--- config.mk ---
export PLATFORM = sky130hd
export DESIGN_NAME = ansi_text_terminal_engine_flat
export DESIGN_NICKNAME = d
export VERILOG_FILES = /design/src/hdl/atte_pkg.sv /design/src/hdl/atte_if.sv /design/src/hdl/ansi_text_terminal_engine.sv /design/src/hdl/atte_ctrl.sv /design/src/hdl/atte_dp.sv /design/src/flat_wrapper.sv
export SDC_FILE = /design/constraint.sdc
export NUM_CORES = 2
export LEC_CHECK = 0
export BUFFER_PORTS_ARGS = -buffer_cell sky130_fd_sc_hd__buf_4
export CORE_ASPECT_RATIO = 2
export CORE_MARGIN = 2
export CORE_UTILIZATION = 50
export DETAILED_ROUTE_END_ITERATION = 12
export PLACE_DENSITY = 0.66
export REMOVE_ABC_BUFFERS = 1
export SYNTH_ARGS = -nofsm -noshare
export SYNTH_HDL_FRONTEND = slang
export SYNTH_SLANG_ARGS = --single-unit
--- constraint.sdc ---
create_clock -name clk -period 11.4 [get_ports clk]
set_input_delay 0.57 -clock clk [delete_from_list [all_inputs] [get_ports clk]]
set_output_delay 0.57 -clock clk [all_outputs]
set_load 0.005 [all_outputs]
--- src/hdl/atte_pkg.sv ---
// Package with shared constants, types and a helper function of the text terminal engine.
package atte_pkg;

	localparam int unsigned COLS_DEF     = 80;
	localparam int unsigned ROWS_DEF     = 25;
	localparam int unsigned MAX_ARGS_DEF = 16;

	localparam int unsigned CELL_W  = 11;
	localparam int unsigned COL_W   = 7;
	localparam int unsigned ROW_W   = 5;
	localparam int unsigned LINES_W = 5;
	localparam int unsigned PVAL_W  = 16;

	localparam logic [PVAL_W-1:0] SAT_MAX = 16'hFFFF;

	localparam logic [7:0] ATTR_RESET = 8'h07;
	localparam logic [7:0] ATTR_FG_KEEP = 8'hF8;
	localparam logic [7:0] ATTR_BG_KEEP = 8'h0F;
	localparam logic [7:0] ATTR_BRIGHT = 8'h08;

	localparam logic [7:0] CH_ESC  = 8'h1B;
	localparam logic [7:0] CH_LBR  = 8'h5B;
	localparam logic [7:0] CH_LF   = 8'h0A;
	localparam logic [7:0] CH_SEMI = 8'h3B;
	localparam logic [7:0] CH_0    = 8'h30;
	localparam logic [7:0] CH_9    = 8'h39;
	localparam logic [7:0] CH_A    = 8'h41;
	localparam logic [7:0] CH_B    = 8'h42;
	localparam logic [7:0] CH_C    = 8'h43;
	localparam logic [7:0] CH_D    = 8'h44;
	localparam logic [7:0] CH_E    = 8'h45;
	localparam logic [7:0] CH_F    = 8'h46;
	localparam logic [7:0] CH_G    = 8'h47;
	localparam logic [7:0] CH_H    = 8'h48;
	localparam logic [7:0] CH_J    = 8'h4A;
	localparam logic [7:0] CH_K    = 8'h4B;
	localparam logic [7:0] CH_S    = 8'h53;
	localparam logic [7:0] CH_T    = 8'h54;
	localparam logic [7:0] CH_LC_C = 8'h63;
	localparam logic [7:0] CH_LC_D = 8'h64;
	localparam logic [7:0] CH_LC_F = 8'h66;
	localparam logic [7:0] CH_LC_M = 8'h6D;
	localparam logic [7:0] CH_LC_S = 8'h73;
	localparam logic [7:0] CH_LC_U = 8'h75;

	typedef enum logic [2:0] {
		CMD_CURSOR = 3'd0,
		CMD_WRITE  = 3'd1,
		CMD_FILL   = 3'd2,
		CMD_SCR_UP = 3'd3,
		CMD_SCR_DN = 3'd4
	} cmd_t;

	typedef enum logic [1:0] {
		MODE_NORMAL = 2'd0,
		MODE_ESC    = 2'd1,
		MODE_CSI    = 2'd2
	} mode_t;

	// Commands from the controller to the datapath.
	typedef struct packed {
		logic byte_load;   // decode the captured byte, load its results
		logic sgr_step;    // apply one stored parameter to the attribute
		logic sgr_clear;   // start the parameter walk
		logic res_pop;     // second result was taken
	} dp_cmd_t;

	// Status from the datapath to the controller.
	typedef struct packed {
		logic is_sgr;      // decoded byte is a CSI m final
		logic two_res;     // byte gives two results
		logic sgr_done;    // last parameter slot reached
	} dp_sts_t;

	// Color table for SGR 30..37, also used for the backgrounds 40..47.
	function automatic logic [2:0] fg_color(input logic [2:0] idx);
		logic [2:0] r;
		case (idx)
			3'd0: r = 3'd0;
			3'd1: r = 3'd4;
			3'd2: r = 3'd2;
			3'd3: r = 3'd6;
			3'd4: r = 3'd1;
			3'd5: r = 3'd5;
			3'd6: r = 3'd3;
			default: r = 3'd7;
		endcase
		return r;
	endfunction

endpackage

--- src/hdl/atte_if.sv ---
// Valid/ready channel interfaces for input bytes and result requests.
interface atte_in_if;
	logic       valid;
	logic       ready;
	logic [7:0] in_byte;
	modport source (output valid, output in_byte, input ready);
	modport sink (input valid, input in_byte, output ready);
endinterface

interface atte_out_if;
	logic        valid;
	logic        ready;
	logic [2:0]  cmd;
	logic [10:0] start_cell;
	logic [10:0] end_cell;
	logic [7:0]  glyph;
	logic [7:0]  attr;
	logic [4:0]  scroll_lines;
	logic [6:0]  cur_col;
	logic [4:0]  cur_row;
	logic        last;
	modport source (output valid, output cmd, output start_cell, output end_cell,
		output glyph, output attr, output scroll_lines, output cur_col, output cur_row,
		output last, input ready);
	modport sink (input valid, input cmd, input start_cell, input end_cell,
		input glyph, input attr, input scroll_lines, input cur_col, input cur_row,
		input last, output ready);
endinterface

--- src/hdl/ansi_text_terminal_engine.sv ---
// Top level of the ANSI escape-sequence text terminal engine.
// Usage:
// The input channel takes one byte of the character stream per request.
// The output channel gives one or two result requests per byte: a cell
// write, a blank fill, a scroll or a cursor-only report, each with the
// cursor position after the byte; last marks the final result.
// One byte is worked on at a time. A byte is taken in the idle state,
// decoded in the decode state, and its first result is then shown.
// A byte that ends an SGR (m) sequence first walks all MAX_ARGS stored
// parameters, one per cycle, before its result.
// A byte with two results shows its second result after the first is taken.
// The input is not ready again until the last result of a byte has been
// taken; when the receiver stalls, the result is held steady.
// Reset puts the parser in normal mode, the cursor and saved cursor at the
// top left corner, clears all parameters and sets the attribute to gray on
// black. No screen clearing request is issued at reset.
module ansi_text_terminal_engine #(
	parameter int unsigned COLS     = atte_pkg::COLS_DEF,
	parameter int unsigned ROWS     = atte_pkg::ROWS_DEF,
	parameter int unsigned MAX_ARGS = atte_pkg::MAX_ARGS_DEF
) (
	input logic        clk,
	input logic        arst_n,
	atte_in_if.sink    in_ch,
	atte_out_if.source out_ch
);
	import atte_pkg::*;

	dp_cmd_t dcmd;
	dp_sts_t dsts;
	logic    second;

	// The controller owns the handshakes; the datapath holds the parser, cursor, attribute and result state.
	atte_ctrl u_ctrl (
		.clk(clk), .arst_n(arst_n),
		.in_valid(in_ch.valid), .in_ready(in_ch.ready),
		.out_valid(out_ch.valid), .out_ready(out_ch.ready),
		.out_second(second), .cmd(dcmd), .sts(dsts)
	);

	atte_dp #(.COLS(COLS), .ROWS(ROWS), .MAX_ARGS(MAX_ARGS)) u_dp (
		.clk(clk), .arst_n(arst_n),
		.in_take(in_ch.valid && in_ch.ready), .in_byte(in_ch.in_byte),
		.out_second(second), .cmd(dcmd), .sts(dsts),
		.o_cmd(out_ch.cmd), .o_start(out_ch.start_cell), .o_end(out_ch.end_cell),
		.o_glyph(out_ch.glyph), .o_attr(out_ch.attr), .o_lines(out_ch.scroll_lines),
		.o_col(out_ch.cur_col), .o_row(out_ch.cur_row), .o_last(out_ch.last)
	);
endmodule

--- src/hdl/atte_ctrl.sv ---
// Controller state machine sequencing byte decode, SGR walk and result output.
module atte_ctrl (
	input  logic                clk,
	input  logic                arst_n,
	input  logic                in_valid,
	output logic                in_ready,
	output logic                out_valid,
	input  logic                out_ready,
	output logic                out_second,
	output atte_pkg::dp_cmd_t   cmd,
	input  atte_pkg::dp_sts_t   sts
);
	import atte_pkg::*;

	typedef enum logic [4:0] {
		ST_IDLE  = 5'b00001,
		ST_DEC   = 5'b00010,
		ST_SGR   = 5'b00100,
		ST_OUT1  = 5'b01000,
		ST_OUT2  = 5'b10000
	} state_t;

	state_t state_q, state_d;

	always_comb begin
		state_d = state_q;
		cmd = '0;
		in_ready = 1'b0;
		out_valid = 1'b0;
		out_second = 1'b0;
		unique case (state_q)
			ST_IDLE: begin
				in_ready = 1'b1;
				if (in_valid) state_d = ST_DEC;
			end
			ST_DEC: begin
				cmd.byte_load = 1'b1;
				if (sts.is_sgr) begin
					cmd.sgr_clear = 1'b1;
					state_d = ST_SGR;
				end else begin
					state_d = ST_OUT1;
				end
			end
			ST_SGR: begin
				cmd.sgr_step = 1'b1;
				if (sts.sgr_done) state_d = ST_OUT1;
			end
			ST_OUT1: begin
				out_valid = 1'b1;
				if (out_ready) state_d = sts.two_res ? ST_OUT2 : ST_IDLE;
			end
			ST_OUT2: begin
				out_valid = 1'b1;
				out_second = 1'b1;
				if (out_ready) begin
					cmd.res_pop = 1'b1;
					state_d = ST_IDLE;
				end
			end
			default: state_d = ST_IDLE;
		endcase
	end

	always_ff @(posedge clk or negedge arst_n) begin
		if (!arst_n) state_q <= ST_IDLE;
		else state_q <= state_d;
	end

	a_in_idle: assert property (@(posedge clk) disable iff (!arst_n)
		in_ready |-> !out_valid) else $error("accept while output pending");
	a_second: assert property (@(posedge clk) disable iff (!arst_n)
		(state_q == ST_OUT2) |-> $past(out_valid)) else $error("second without first");
	a_dec: assert property (@(posedge clk) disable iff (!arst_n)
		(in_valid && in_ready) |=> (state_q == ST_DEC)) else $error("no decode");
endmodule

--- src/hdl/atte_dp.sv ---
// Datapath: parser state, parameters, cursor, attribute and result registers.
module atte_dp #(
	parameter int unsigned COLS     = atte_pkg::COLS_DEF,
	parameter int unsigned ROWS     = atte_pkg::ROWS_DEF,
	parameter int unsigned MAX_ARGS = atte_pkg::MAX_ARGS_DEF
) (
	input  logic                              clk,
	input  logic                              arst_n,
	input  logic                              in_take,
	input  logic [7:0]                        in_byte,
	input  logic                              out_second,
	input  atte_pkg::dp_cmd_t                 cmd,
	output atte_pkg::dp_sts_t                 sts,
	output logic [2:0]                        o_cmd,
	output logic [atte_pkg::CELL_W-1:0]       o_start,
	output logic [atte_pkg::CELL_W-1:0]       o_end,
	output logic [7:0]                        o_glyph,
	output logic [7:0]                        o_attr,
	output logic [atte_pkg::LINES_W-1:0]      o_lines,
	output logic [atte_pkg::COL_W-1:0]        o_col,
	output logic [atte_pkg::ROW_W-1:0]        o_row,
	output logic                              o_last
);
	import atte_pkg::*;

	localparam int unsigned SLOT_W = $clog2(MAX_ARGS + 1);
	localparam int unsigned IDX_W  = $clog2(MAX_ARGS);
	localparam logic [COL_W-1:0] COLS_C = COL_W'(COLS);
	localparam logic [ROW_W-1:0] ROWS_C = ROW_W'(ROWS);
	localparam logic [CELL_W-1:0] SCREEN = CELL_W'(ROWS * COLS);

	typedef struct packed {
		cmd_t                 c;
		logic [CELL_W-1:0]    s;
		logic [CELL_W-1:0]    e;
		logic [7:0]           g;
		logic [7:0]           a;
		logic [LINES_W-1:0]   l;
	} res_t;

	logic [7:0]          byte_q;
	mode_t               mode_q;
	logic [PVAL_W-1:0]   pval_q [MAX_ARGS];
	logic [MAX_ARGS-1:0] pgiv_q;
	logic [SLOT_W-1:0]   slot_q;
	logic [COL_W-1:0]    col_q, scol_q;
	logic [ROW_W-1:0]    row_q, srow_q;
	logic [7:0]          attr_q;
	logic [IDX_W-1:0]    sgr_idx_q;
	res_t                r0_q, r1_q;
	logic                two_q;

	always_ff @(posedge clk) if (in_take) byte_q <= in_byte;

	// Byte decode, combinational over the current state.
	logic [PVAL_W-1:0] p0, p1, sel;
	logic [COL_W-1:0]  col_d, scol_d;
	logic [ROW_W-1:0]  row_d, srow_d;
	logic [7:0]        attr_d;
	mode_t             mode_d;
	res_t              ra, rb;
	logic              na, nb, clr_par, dig, is_sgr;
	logic [CELL_W-1:0] here, rowbase, fs, fe;
	logic              fv;
	logic [PVAL_W+3:0] dsum;
	logic [PVAL_W:0]   csum;
	logic [LINES_W-1:0] cnt;

	assign p0 = pgiv_q[0] ? pval_q[0] : PVAL_W'(1);
	assign p1 = pgiv_q[1] ? pval_q[1] : PVAL_W'(1);
	assign sel = pgiv_q[0] ? pval_q[0] : '0;
	assign here = CELL_W'(row_q) * CELL_W'(COLS) + CELL_W'(col_q);
	assign rowbase = CELL_W'(row_q) * CELL_W'(COLS);
	assign dsum = PVAL_W'(0) + pval_q[slot_q[IDX_W-1:0]] * 4'd10 + (byte_q - CH_0);
	assign csum = {1'b0, p0} + PVAL_W'(col_q);
	assign cnt = (p0 > PVAL_W'(ROWS)) ? LINES_W'(ROWS) : LINES_W'(p0);

	always_comb begin
		mode_d = mode_q; col_d = col_q; row_d = row_q; scol_d = scol_q;
		srow_d = srow_q; attr_d = attr_q;
		ra = '0; rb = '0; na = 1'b0; nb = 1'b0; clr_par = 1'b0; dig = 1'b0;
		is_sgr = 1'b0; fs = '0; fe = '0; fv = 1'b0;
		unique case (mode_q)
			MODE_ESC: begin
				mode_d = MODE_NORMAL;
				if (byte_q == CH_LBR) begin
					mode_d = MODE_CSI;
					clr_par = 1'b1;
				end else if (byte_q == CH_LC_C) begin
					attr_d = ATTR_RESET;
					ra = '{CMD_FILL, '0, SCREEN, 8'd0, ATTR_RESET, '0};
					na = 1'b1;
					col_d = '0; row_d = '0; scol_d = '0; srow_d = '0;
				end
			end
			MODE_CSI: begin
				if (byte_q >= CH_0 && byte_q <= CH_9) begin
					dig = slot_q < SLOT_W'(MAX_ARGS);
				end else if (byte_q == CH_SEMI) begin
					if (slot_q + 1'b1 >= SLOT_W'(MAX_ARGS)) mode_d = MODE_NORMAL;
				end else begin
					mode_d = MODE_NORMAL;
					case (byte_q)
						CH_A, CH_F: begin
							row_d = (PVAL_W'(row_q) < p0) ? '0 : row_q - ROW_W'(p0);
							if (byte_q == CH_F) col_d = '0;
						end
						CH_B, CH_E: begin
							row_d = ({1'b0, p0} + PVAL_W'(row_q) >= (PVAL_W+1)'(ROWS))
								? ROWS_C - 1'b1 : row_q + ROW_W'(p0);
							if (byte_q == CH_E) col_d = '0;
						end
						CH_C: col_d = (csum >= (PVAL_W+1)'(COLS)) ? '0 : COL_W'(csum);
						CH_D: col_d = (PVAL_W'(col_q) < p0) ? '0 : col_q - COL_W'(p0);
						CH_G: if (p0 > 0 && p0 < PVAL_W'(COLS)) col_d = COL_W'(p0 - 1'b1);
						CH_H, CH_LC_F: begin
							if (p1 > 0 && p1 < PVAL_W'(COLS) && p0 > 0 && p0 < PVAL_W'(ROWS)) begin
								col_d = COL_W'(p1 - 1'b1);
								row_d = ROW_W'(p0 - 1'b1);
							end
						end
						CH_LC_D: if (p0 > 0 && p0 < PVAL_W'(ROWS)) row_d = ROW_W'(p0 - 1'b1);
						CH_J: begin
							fv = 1'b1;
							if (sel == 0) begin fs = here; fe = SCREEN; end
							else if (sel == 1) begin fs = '0; fe = here; end
							else if (sel == 2) begin fs = '0; fe = SCREEN; end
							else fv = 1'b0;
						end
						CH_K: begin
							fv = 1'b1;
							if (sel == 0) begin fs = here; fe = rowbase + CELL_W'(COLS); end
							else if (sel == 1) begin fs = rowbase; fe = here; end
							else if (sel == 2) begin fs = rowbase; fe = rowbase + CELL_W'(COLS); end
							else fv = 1'b0;
						end
						CH_S: begin ra = '{CMD_SCR_UP, '0, '0, 8'd0, attr_q, cnt}; na = 1'b1; end
						CH_T: begin ra = '{CMD_SCR_DN, '0, '0, 8'd0, attr_q, cnt}; na = 1'b1; end
						CH_LC_M: is_sgr = 1'b1;
						CH_LC_S: begin scol_d = col_q; srow_d = row_q; end
						CH_LC_U: begin col_d = scol_q; row_d = srow_q; end
						default: ;
					endcase
					if (fv && fs < fe) begin
						ra = '{CMD_FILL, fs, fe, 8'd0, attr_q, '0};
						na = 1'b1;
					end
				end
			end
			default: begin
				mode_d = MODE_NORMAL;
				if (byte_q == CH_ESC) mode_d = MODE_ESC;
				else begin
					if (byte_q == CH_LF || col_q > COLS_C - 1'b1) begin
						col_d = '0;
						row_d = row_q + 1'b1;
						if (row_q + 1'b1 > ROWS_C - 1'b1) begin
							ra = '{CMD_SCR_UP, '0, '0, 8'd0, attr_q, LINES_W'(1)};
							na = 1'b1;
							row_d = ROWS_C - 1'b1;
						end
					end
					if (byte_q != CH_LF) begin
						rb = '{CMD_WRITE, CELL_W'(row_d) * CELL_W'(COLS), '0, byte_q, attr_q, '0};
						rb.s = rb.s + CELL_W'(col_d);
						nb = 1'b1;
						col_d = col_d + 1'b1;
					end
				end
			end
		endcase
	end

	assign sts.is_sgr = is_sgr;
	assign sts.two_res = two_q;
	assign sts.sgr_done = (sgr_idx_q == IDX_W'(MAX_ARGS - 1));

	// SGR: one stored parameter per cycle.
	logic [PVAL_W-1:0] v;
	logic [7:0] sgr_attr;
	assign v = pval_q[sgr_idx_q];
	always_comb begin
		sgr_attr = attr_q;
		if (pgiv_q[sgr_idx_q]) begin
			if (v == 0) sgr_attr = ATTR_RESET;
			else if (v == 1) sgr_attr = attr_q | ATTR_BRIGHT;
			else if (v == 22) sgr_attr = attr_q & ~ATTR_BRIGHT;
			else if (v >= 30 && v <= 37) sgr_attr = (attr_q & ATTR_FG_KEEP) | {5'd0, fg_color(v[2:0] - 3'd6)};
			else if (v == 39) sgr_attr = (attr_q & ATTR_FG_KEEP) | ATTR_RESET;
			else if (v >= 40 && v <= 47) sgr_attr = (attr_q & ATTR_BG_KEEP) | {1'b0, fg_color(v[2:0]), 4'd0};
			else if (v == 49) sgr_attr = attr_q & ATTR_BG_KEEP;
		end
	end

	always_ff @(posedge clk or negedge arst_n) begin
		if (!arst_n) begin
			mode_q <= MODE_NORMAL; pgiv_q <= '0; slot_q <= '0; col_q <= '0; row_q <= '0;
			scol_q <= '0; srow_q <= '0; attr_q <= ATTR_RESET; sgr_idx_q <= '0; two_q <= 1'b0;
			r0_q <= '0; r1_q <= '0;
			for (int i = 0; i < MAX_ARGS; i++) pval_q[i] <= '0;
		end else begin
			if (cmd.byte_load) begin
				mode_q <= mode_d; col_q <= col_d; row_q <= row_d;
				scol_q <= scol_d; srow_q <= srow_d; attr_q <= attr_d;
				two_q <= na && nb;
				r0_q <= na ? ra : (nb ? rb : res_t'('0));
				r1_q <= rb;
				if (clr_par) begin
					pgiv_q <= '0; slot_q <= '0;
					for (int i = 0; i < MAX_ARGS; i++) pval_q[i] <= '0;
				end
				if (mode_q == MODE_CSI && byte_q == CH_SEMI) slot_q <= slot_q + 1'b1;
				if (dig) begin
					pval_q[slot_q[IDX_W-1:0]] <= (dsum > PVAL_W'(SAT_MAX)) ? SAT_MAX : PVAL_W'(dsum);
					pgiv_q[slot_q[IDX_W-1:0]] <= 1'b1;
				end
			end
			if (cmd.sgr_clear) sgr_idx_q <= '0;
			if (cmd.sgr_step) begin
				attr_q <= sgr_attr;
				sgr_idx_q <= sgr_idx_q + 1'b1;
			end
			if (cmd.res_pop) two_q <= 1'b0;
		end
	end

	always_comb begin
		res_t r;
		r = out_second ? r1_q : r0_q;
		o_cmd = r.c; o_start = r.s; o_end = r.e; o_glyph = r.g; o_attr = r.a; o_lines = r.l;
		o_col = col_q; o_row = row_q;
		o_last = out_second || !two_q;
	end

	a_slot: assert property (@(posedge clk) disable iff (!arst_n)
		slot_q <= SLOT_W'(MAX_ARGS)) else $error("slot overflow");
	a_col: assert property (@(posedge clk) disable iff (!arst_n)
		col_q <= COLS_C) else $error("column out of range");
	a_row: assert property (@(posedge clk) disable iff (!arst_n)
		row_q < ROWS_C) else $error("row out of range");
endmodule

--- src/flat_wrapper.sv ---
// flat-port wrapper written by rule: the top's interface ports become plain ports
module ansi_text_terminal_engine_flat import atte_pkg::*;
#(
	parameter int unsigned COLS     = atte_pkg::COLS_DEF,
	parameter int unsigned ROWS     = atte_pkg::ROWS_DEF,
	parameter int unsigned MAX_ARGS = atte_pkg::MAX_ARGS_DEF
)
  (clk, arst_n, in_ch_valid, in_ch_in_byte, in_ch_ready, out_ch_valid, out_ch_cmd, out_ch_start_cell, out_ch_end_cell, out_ch_glyph, out_ch_attr, out_ch_scroll_lines, out_ch_cur_col, out_ch_cur_row, out_ch_last, out_ch_ready);
  atte_in_if in_ch_i ();
  atte_out_if out_ch_i ();
  input logic clk;
  input logic arst_n;
  input wire logic [$bits(in_ch_i.valid)-1:0] in_ch_valid;
  input wire logic [$bits(in_ch_i.in_byte)-1:0] in_ch_in_byte;
  output wire logic [$bits(in_ch_i.ready)-1:0] in_ch_ready;
  output wire logic [$bits(out_ch_i.valid)-1:0] out_ch_valid;
  output wire logic [$bits(out_ch_i.cmd)-1:0] out_ch_cmd;
  output wire logic [$bits(out_ch_i.start_cell)-1:0] out_ch_start_cell;
  output wire logic [$bits(out_ch_i.end_cell)-1:0] out_ch_end_cell;
  output wire logic [$bits(out_ch_i.glyph)-1:0] out_ch_glyph;
  output wire logic [$bits(out_ch_i.attr)-1:0] out_ch_attr;
  output wire logic [$bits(out_ch_i.scroll_lines)-1:0] out_ch_scroll_lines;
  output wire logic [$bits(out_ch_i.cur_col)-1:0] out_ch_cur_col;
  output wire logic [$bits(out_ch_i.cur_row)-1:0] out_ch_cur_row;
  output wire logic [$bits(out_ch_i.last)-1:0] out_ch_last;
  input wire logic [$bits(out_ch_i.ready)-1:0] out_ch_ready;
  assign in_ch_i.valid = in_ch_valid;
  assign in_ch_i.in_byte = in_ch_in_byte;
  assign in_ch_ready = in_ch_i.ready;
  assign out_ch_valid = out_ch_i.valid;
  assign out_ch_cmd = out_ch_i.cmd;
  assign out_ch_start_cell = out_ch_i.start_cell;
  assign out_ch_end_cell = out_ch_i.end_cell;
  assign out_ch_glyph = out_ch_i.glyph;
  assign out_ch_attr = out_ch_i.attr;
  assign out_ch_scroll_lines = out_ch_i.scroll_lines;
  assign out_ch_cur_col = out_ch_i.cur_col;
  assign out_ch_cur_row = out_ch_i.cur_row;
  assign out_ch_last = out_ch_i.last;
  assign out_ch_i.ready = out_ch_ready;
  ansi_text_terminal_engine #(.COLS(COLS), .ROWS(ROWS), .MAX_ARGS(MAX_ARGS)) u_core (.clk(clk), .arst_n(arst_n), .in_ch(in_ch_i), .out_ch(out_ch_i));
endmodule
# After elaboration in Yosys (flattened, before gate mapping)
# Cells that the tools add are included.
[classes]
reduce_logical = 44
n_lt_le_gt_ge = 28
eq_ne = 76
n_addsub = 17
mul = 3
bitwise = 5
muxes = 181
[ops]
columns = ["operator", "count"]
rows = [
  ["$mux 256", 3],
  ["$mux 46", 6],
  ["$bwmux 256", 1],
  ["$mux 45", 5],
  ["$mux 16", 12],
  ["$pmux 46 s2", 2],
  ["$mux 11", 16],
  ["$eq 8x7->1 const B", 19],
  ["$mux 44", 3],
  ["$bmux 16 s4", 2],
  ["$mux 7", 18],
  ["$mux 5", 24],
  ["$mux 8", 13],
  ["$demux 16 s4", 1],
  ["$pmux 5 s5", 2],
  ["$pmux 7 s7", 1],
  ["$pmux 11 s2", 2],
  ["$pmux 3 s7", 2],
  ["$mux 1", 41],
  ["$mux 3", 12],
  ["$eq 16x1->1 const B", 2],
  ["$eq 16x6->1 const B", 2],
  ["$gt 16x1->1 const B", 2],
  ["$le 16x6->1 const B", 2],
  ["other kinds (88)", 161],
]
[word_totals]
regBits = 421
out_inout_bits = 61
wordCells = 396

# Logic depth before layout (Yosys ltp)
[depth]
word_depth = 22
mapped_depth = 31
mapped_depth_nobuf = 26

# Modules after synthesis
# A second synthesis with hierarchy kept.
[unflattened]
hier_cells = 2752
area_unflattened_um2 = 26261.4
[modules_own_cells]
columns = ["mod", "n_inst", "seq_area_each_um2", "area_each_um2", "cells_per_inst"]
rows = [
  ["atte_dp", 1, 9978.3, 25879.8, 2707],
  ["atte_ctrl", 1, 126.4, 375.4, 44],
  ["ansi_text_terminal_engine", 1, 0.0, 6.3, 1],
]

# Worst setup path after synthesis
# Ideal clock, no wire load.
[synth_path]
kind = "register to register"
start = "register u_core.u_dp.slot_q[0]"
end = "register u_core.u_dp.pval_q[114] in the netlist's numbering"
t_arrival_ns = 7.062
path_stages_with_launch = 32
slack_ns = 4.204
n_path_buf = 5
setup_time_ns = 0.134
required_time_ns = 11.266
path_cell_list = "dfrtp_1 -> buf_2 -> buf_1 -> buf_1 -> mux4_2 -> mux4_2 -> ha_1 -> ha_1 -> inv_1 -> fa_1 -> nor2b_1 -> o21ai_0 -> a21boi_0 -> o21a_1 -> o21ai_0 -> a21boi_0 -> o31ai_1 -> nand2_1 -> a211oi_1 -> nor2_1 -> ha_1 -> a21o_1 -> a21oi_1 -> o21ai_0 -> o21a_1 -> a311o_1 -> xor2_1 -> nand4_2 -> buf_2 -> nor2_2 -> clkbuf_1 -> o21ai_0"
[synth_between]
elab_chain_len = 10
[synth_rtl]
columns = ["item", "line_no", "text"]
rows = [
  ["start, declared", "atte_dp.sv:45", "logic [SLOT_W-1:0] slot_q;"],
  ["start signal, assigned", "atte_dp.sv:212", "if (mode_q == MODE_CSI && byte_q == CH_SEMI) slot_q <= slot_q + 1'b1;"],
  ["$not 4->5", "atte_dp.sv:74, atte_dp.sv:214", ""],
  ["$bmux 16 s4", "atte_dp.sv:74", "assign dsum = PVAL_W'(0) + pval_q[slot_q[IDX_W-1:0]] * 4'd10 + (byte_q - CH_0);"],
  ["$mux 16 (implied by the code) (2 in a row)", "atte_dp.sv:74", ""],
  ["$mul 16x3->19", "atte_dp.sv:74", ""],
  ["$add 20x20->20", "atte_dp.sv:74", ""],
  ["$gt 20x16->1", "atte_dp.sv:214", "pval_q[slot_q[IDX_W-1:0]] <= (dsum > PVAL_W'(SAT_MAX)) ? SAT_MAX : PVAL_W'(dsum);"],
  ["$mux 16", "atte_dp.sv:214", ""],
  ["$bwmux 256", "atte_dp.sv:214", ""],
  ["$mux 256 (*)", "atte_dp.sv:213", "if (dig) begin"],
  ["end signal, assigned by index", "atte_dp.sv:214", ""],
  ["end, declared", "atte_dp.sv:43", "logic [PVAL_W-1:0] pval_q [MAX_ARGS];"],
]
# Mark *: on every way between the ends. The rest lies on a longest branch, timed or not. The select of a mux whose other input is x is not followed.
# A chain may end at the register's enable or synchronous reset.

# Worst setup path after layout
[layout_path]
start = "register u_core.u_dp.slot_q[0]"
end = "register u_core.u_dp.pval_q[177] in the netlist's numbering"
# The elaborated chain is that of the path after synthesis.

==> reports/qor.csv <==
metric;value;unit
EDFF count, synth;8;
Worst Setup SP;u_core.u_dp.slot_q[0]$_DFFE_PN0P_;
setup TNS;0;ps
initial DRC count;2313;
outcome;finished clean;
final setup fails;0;
GRT Total Usage;36.2;%
Crit path max-delay family;compound AO/OA/AOI/OAI gates;
Vias;22500;
Clock transition at path regs;70;ps
Hold WS;28.4;ps
Synth Flop Type;dfrtp_1;
TritonRoute pass-1 iters;8;
core area;50700;um^2
final instance area;27900;um^2
Cell Area, Synth;25400;um^2
reg2reg end;u_core.u_dp.pval_q[177]$_DFFE_PN0P_;
fill cell count;4595;
Total Wirelength;93800;um
vias in the first global route;22700;
R2R Setup Slk;2320;ps
share of layout cells above drive strength 1;13.4;%
count of different cell masters after synthesis;96;
RSZ-0062 raised after global routing;no;
Clock Skew;20.3;ps
CP Depth;27;
grt met2 use;62.4;%
site row count;117;
H-Tree Depth;2;
max-cap viol count;0;
CTS tree;built;
Layout Nets;2855;
Num CTS Buffers;40;
CP Capture Type;register;
warnings from Yosys;0;
Hold Vio Cnt, Final;0;
Final Non-Filler Cells;3400;
area grow syn2layout;9.69;%
Req. time, crit path;11800;ps
r2r startpoint;u_core.u_dp.slot_q[0]$_DFFE_PN0P_;
CTS Sinks;402;
period utilization;79.7;%
Async S/R FF share, synth;98.0;%
port buffer count;72;
Clk Latency, worst-skew pair;580;ps
maximum buffer depth of the clock tree;3;
GR peak layer;met2;
most frequent CP cell;o21ai_0;
startpoint types;register;
met1 GRT Util;36.0;%
post_cts resized;0;
chip width;164;um
crit path kind;reg -> reg;
I/O pins;73;
Area after DPL;26400;um^2
worst vdd ir;0.237;mV
normalized max-slew margin;6.68;%
die height;323;um
highest fanout seen on the critical path;50;
CP bufs+invs;2;
Initial Utilization;50.2;%
Reg2Reg Depth;27;
area of the multi-input gates;14400;um^2
PwrDens;162;nW/um^2
Final Power;4.52;mW
first-pass GRT wire length;141000;um
final max-slew violation count;0;
detailed placement HPWL;67300;um
antenna-violating nets left;0;
largest net degree at the start of global routing;145;
die area;52800;um^2
Placer Congestion;0.998;
fmax;0.110;GHz
clk root buf;clkbuf_16;
Post-Syn Instances;2734;
grt total ovfl;0;
Setup WS post-layout;2320;ps
Synth Area per Inst;9.31;um^2
slowest CP cell;dfrtp_4;
peak per-stage delay on the critical path;1110;ps
post-CTS setup buffer count;0;
wire per inst;27.6;um
Cells after DPL;3325;
Period minus WS final;9080;ps
initial antenna violation count;3;
Worst Hold Class;in -> async;
slew of the pin with the lowest slew margin;1400;ps
Leak Pwr;12.5;nW
WP data arrival;9490;ps
routed vias/inst;6.62;
cts hold-fix bufs;0;
utilization after layout;55.1;%
# DRC;0;
DP Worst Slack;2500;ps
Reg area;10100;um^2
Seq/Total Area, Yosys;39.7;%
Seq cells post-synth;402;
met3 Usage GRT;6.10;%
synth_stat cells (25+ instances only):
cell	n	area [um^2]
a21oi_1	102	510
clkbuf_1	122	458
inv_1	92	345
ha_1	120	1500
o21ai_0	368	1840
and2_1	36	225
mux2_2	34	383
dfrtp_1	390	9760
nand2_1	472	1770
mux2i_1	34	340
xnor2_1	35	307
nor2b_1	25	156
nand3_1	76	380
a21o_1	32	240
nor3_1	39	195
xor2_1	28	245
a22o_1	37	324
mux4_2	98	2210
a22oi_1	25	188
nor2_1	144	541
how the worst max path moves through the flow:
stage                                           to  slack, ps
2_1_floorplan    u_core.u_dp.pval_q[3]$_DFFE_PN0P_       2710
3_3_place_gp    u_core.u_dp.pval_q[16]$_DFFE_PN0P_       2580
3_5_place_dp    u_core.u_dp.pval_q[48]$_DFFE_PN0P_       2500
4_1_cts        u_core.u_dp.pval_q[148]$_DFFE_PN0P_       2450
5_1_grt        u_core.u_dp.pval_q[148]$_DFFE_PN0P_       1540
6_report       u_core.u_dp.pval_q[177]$_DFFE_PN0P_       2320
where the power goes:
part           internal (mW)  switching (mW)
Clock                  0.883           0.612
Combinational          0.507           0.872
Sequential              1.52           0.123
cell type report:
class / instances / share of cell area (%)
multi-input combinational: 2071 / 51.4
sequential: 402 / 36.2
clock buffer: 52 / 4.03
tap: 654 / 2.93
timing repair buffer: 105 / 2.90
inverter: 93 / 1.25
clock inverter: 21 / 1.20
antenna: 2 / 0.0179
layout by cell type (no fill, tap or decap), drive strengths merged, types with 11 or more instances in the layout:
cell type,Yosys,routed
a21o,32,32
a21oi,103,103
a221oi,18,18
a22o,37,37
a22oi,25,25
a31oi,11,11
a32o,13,13
and2,39,39
and3,18,18
buf,46,105
clkbuf,122,52
dfrtp,390,390
ha,120,120
inv,92,94
mux2,34,34
mux2i,34,34
mux4,98,98
nand2,473,473
nand2b,12,12
nand3,76,76
nand4,24,24
nor2,154,154
nor2b,25,25
nor3,40,40
nor4,22,22
o211ai,12,12
o21a,14,14
o21ai,389,389
o31ai,23,23
or3,19,19
xnor2,35,35
xor2,28,28
state kept, by name (all words and copies together), names as in the netlist:
name / flops
u_core.u_dp.pgiv_q: 16
u_core.u_dp.scol_q: 7
u_core.u_dp.attr_q: 7
u_core.u_dp.o_row: 5
u_core.u_dp.two_q: 1
u_core.u_dp.srow_q: 5
u_core.u_dp.slot_q: 5
u_core.u_dp.r0_q: 46
u_core.u_ctrl.state_q: 5
u_core.u_dp.byte_q: 8
u_core.u_dp.r1_q: 28
u_core.u_dp.o_col: 7
u_core.u_dp.mode_q: 2
u_core.u_dp.sgr_idx_q: 4
u_core.u_dp.pval_q: 256
per-layer routing:
layer / wire length [um] / part of all wire [%]
met5: 13 / 0.014
met4: 11400 / 12
met3: 6020 / 6.4
met2: 47000 / 50
met1: 29400 / 31
logic make-up after synthesis:
group | share of synthesized area (%)
AND/OR/NAND/NOR | 17.1
XOR/XNOR | 2.17
AO/OA/AOI/OAI | 18.7
buffers and inverters | 4.11
multiplexers | 11.5
adder cells (fa/ha/maj) | 6.69
flip-flops | 39.7
(Power assumes the default switching activity.)
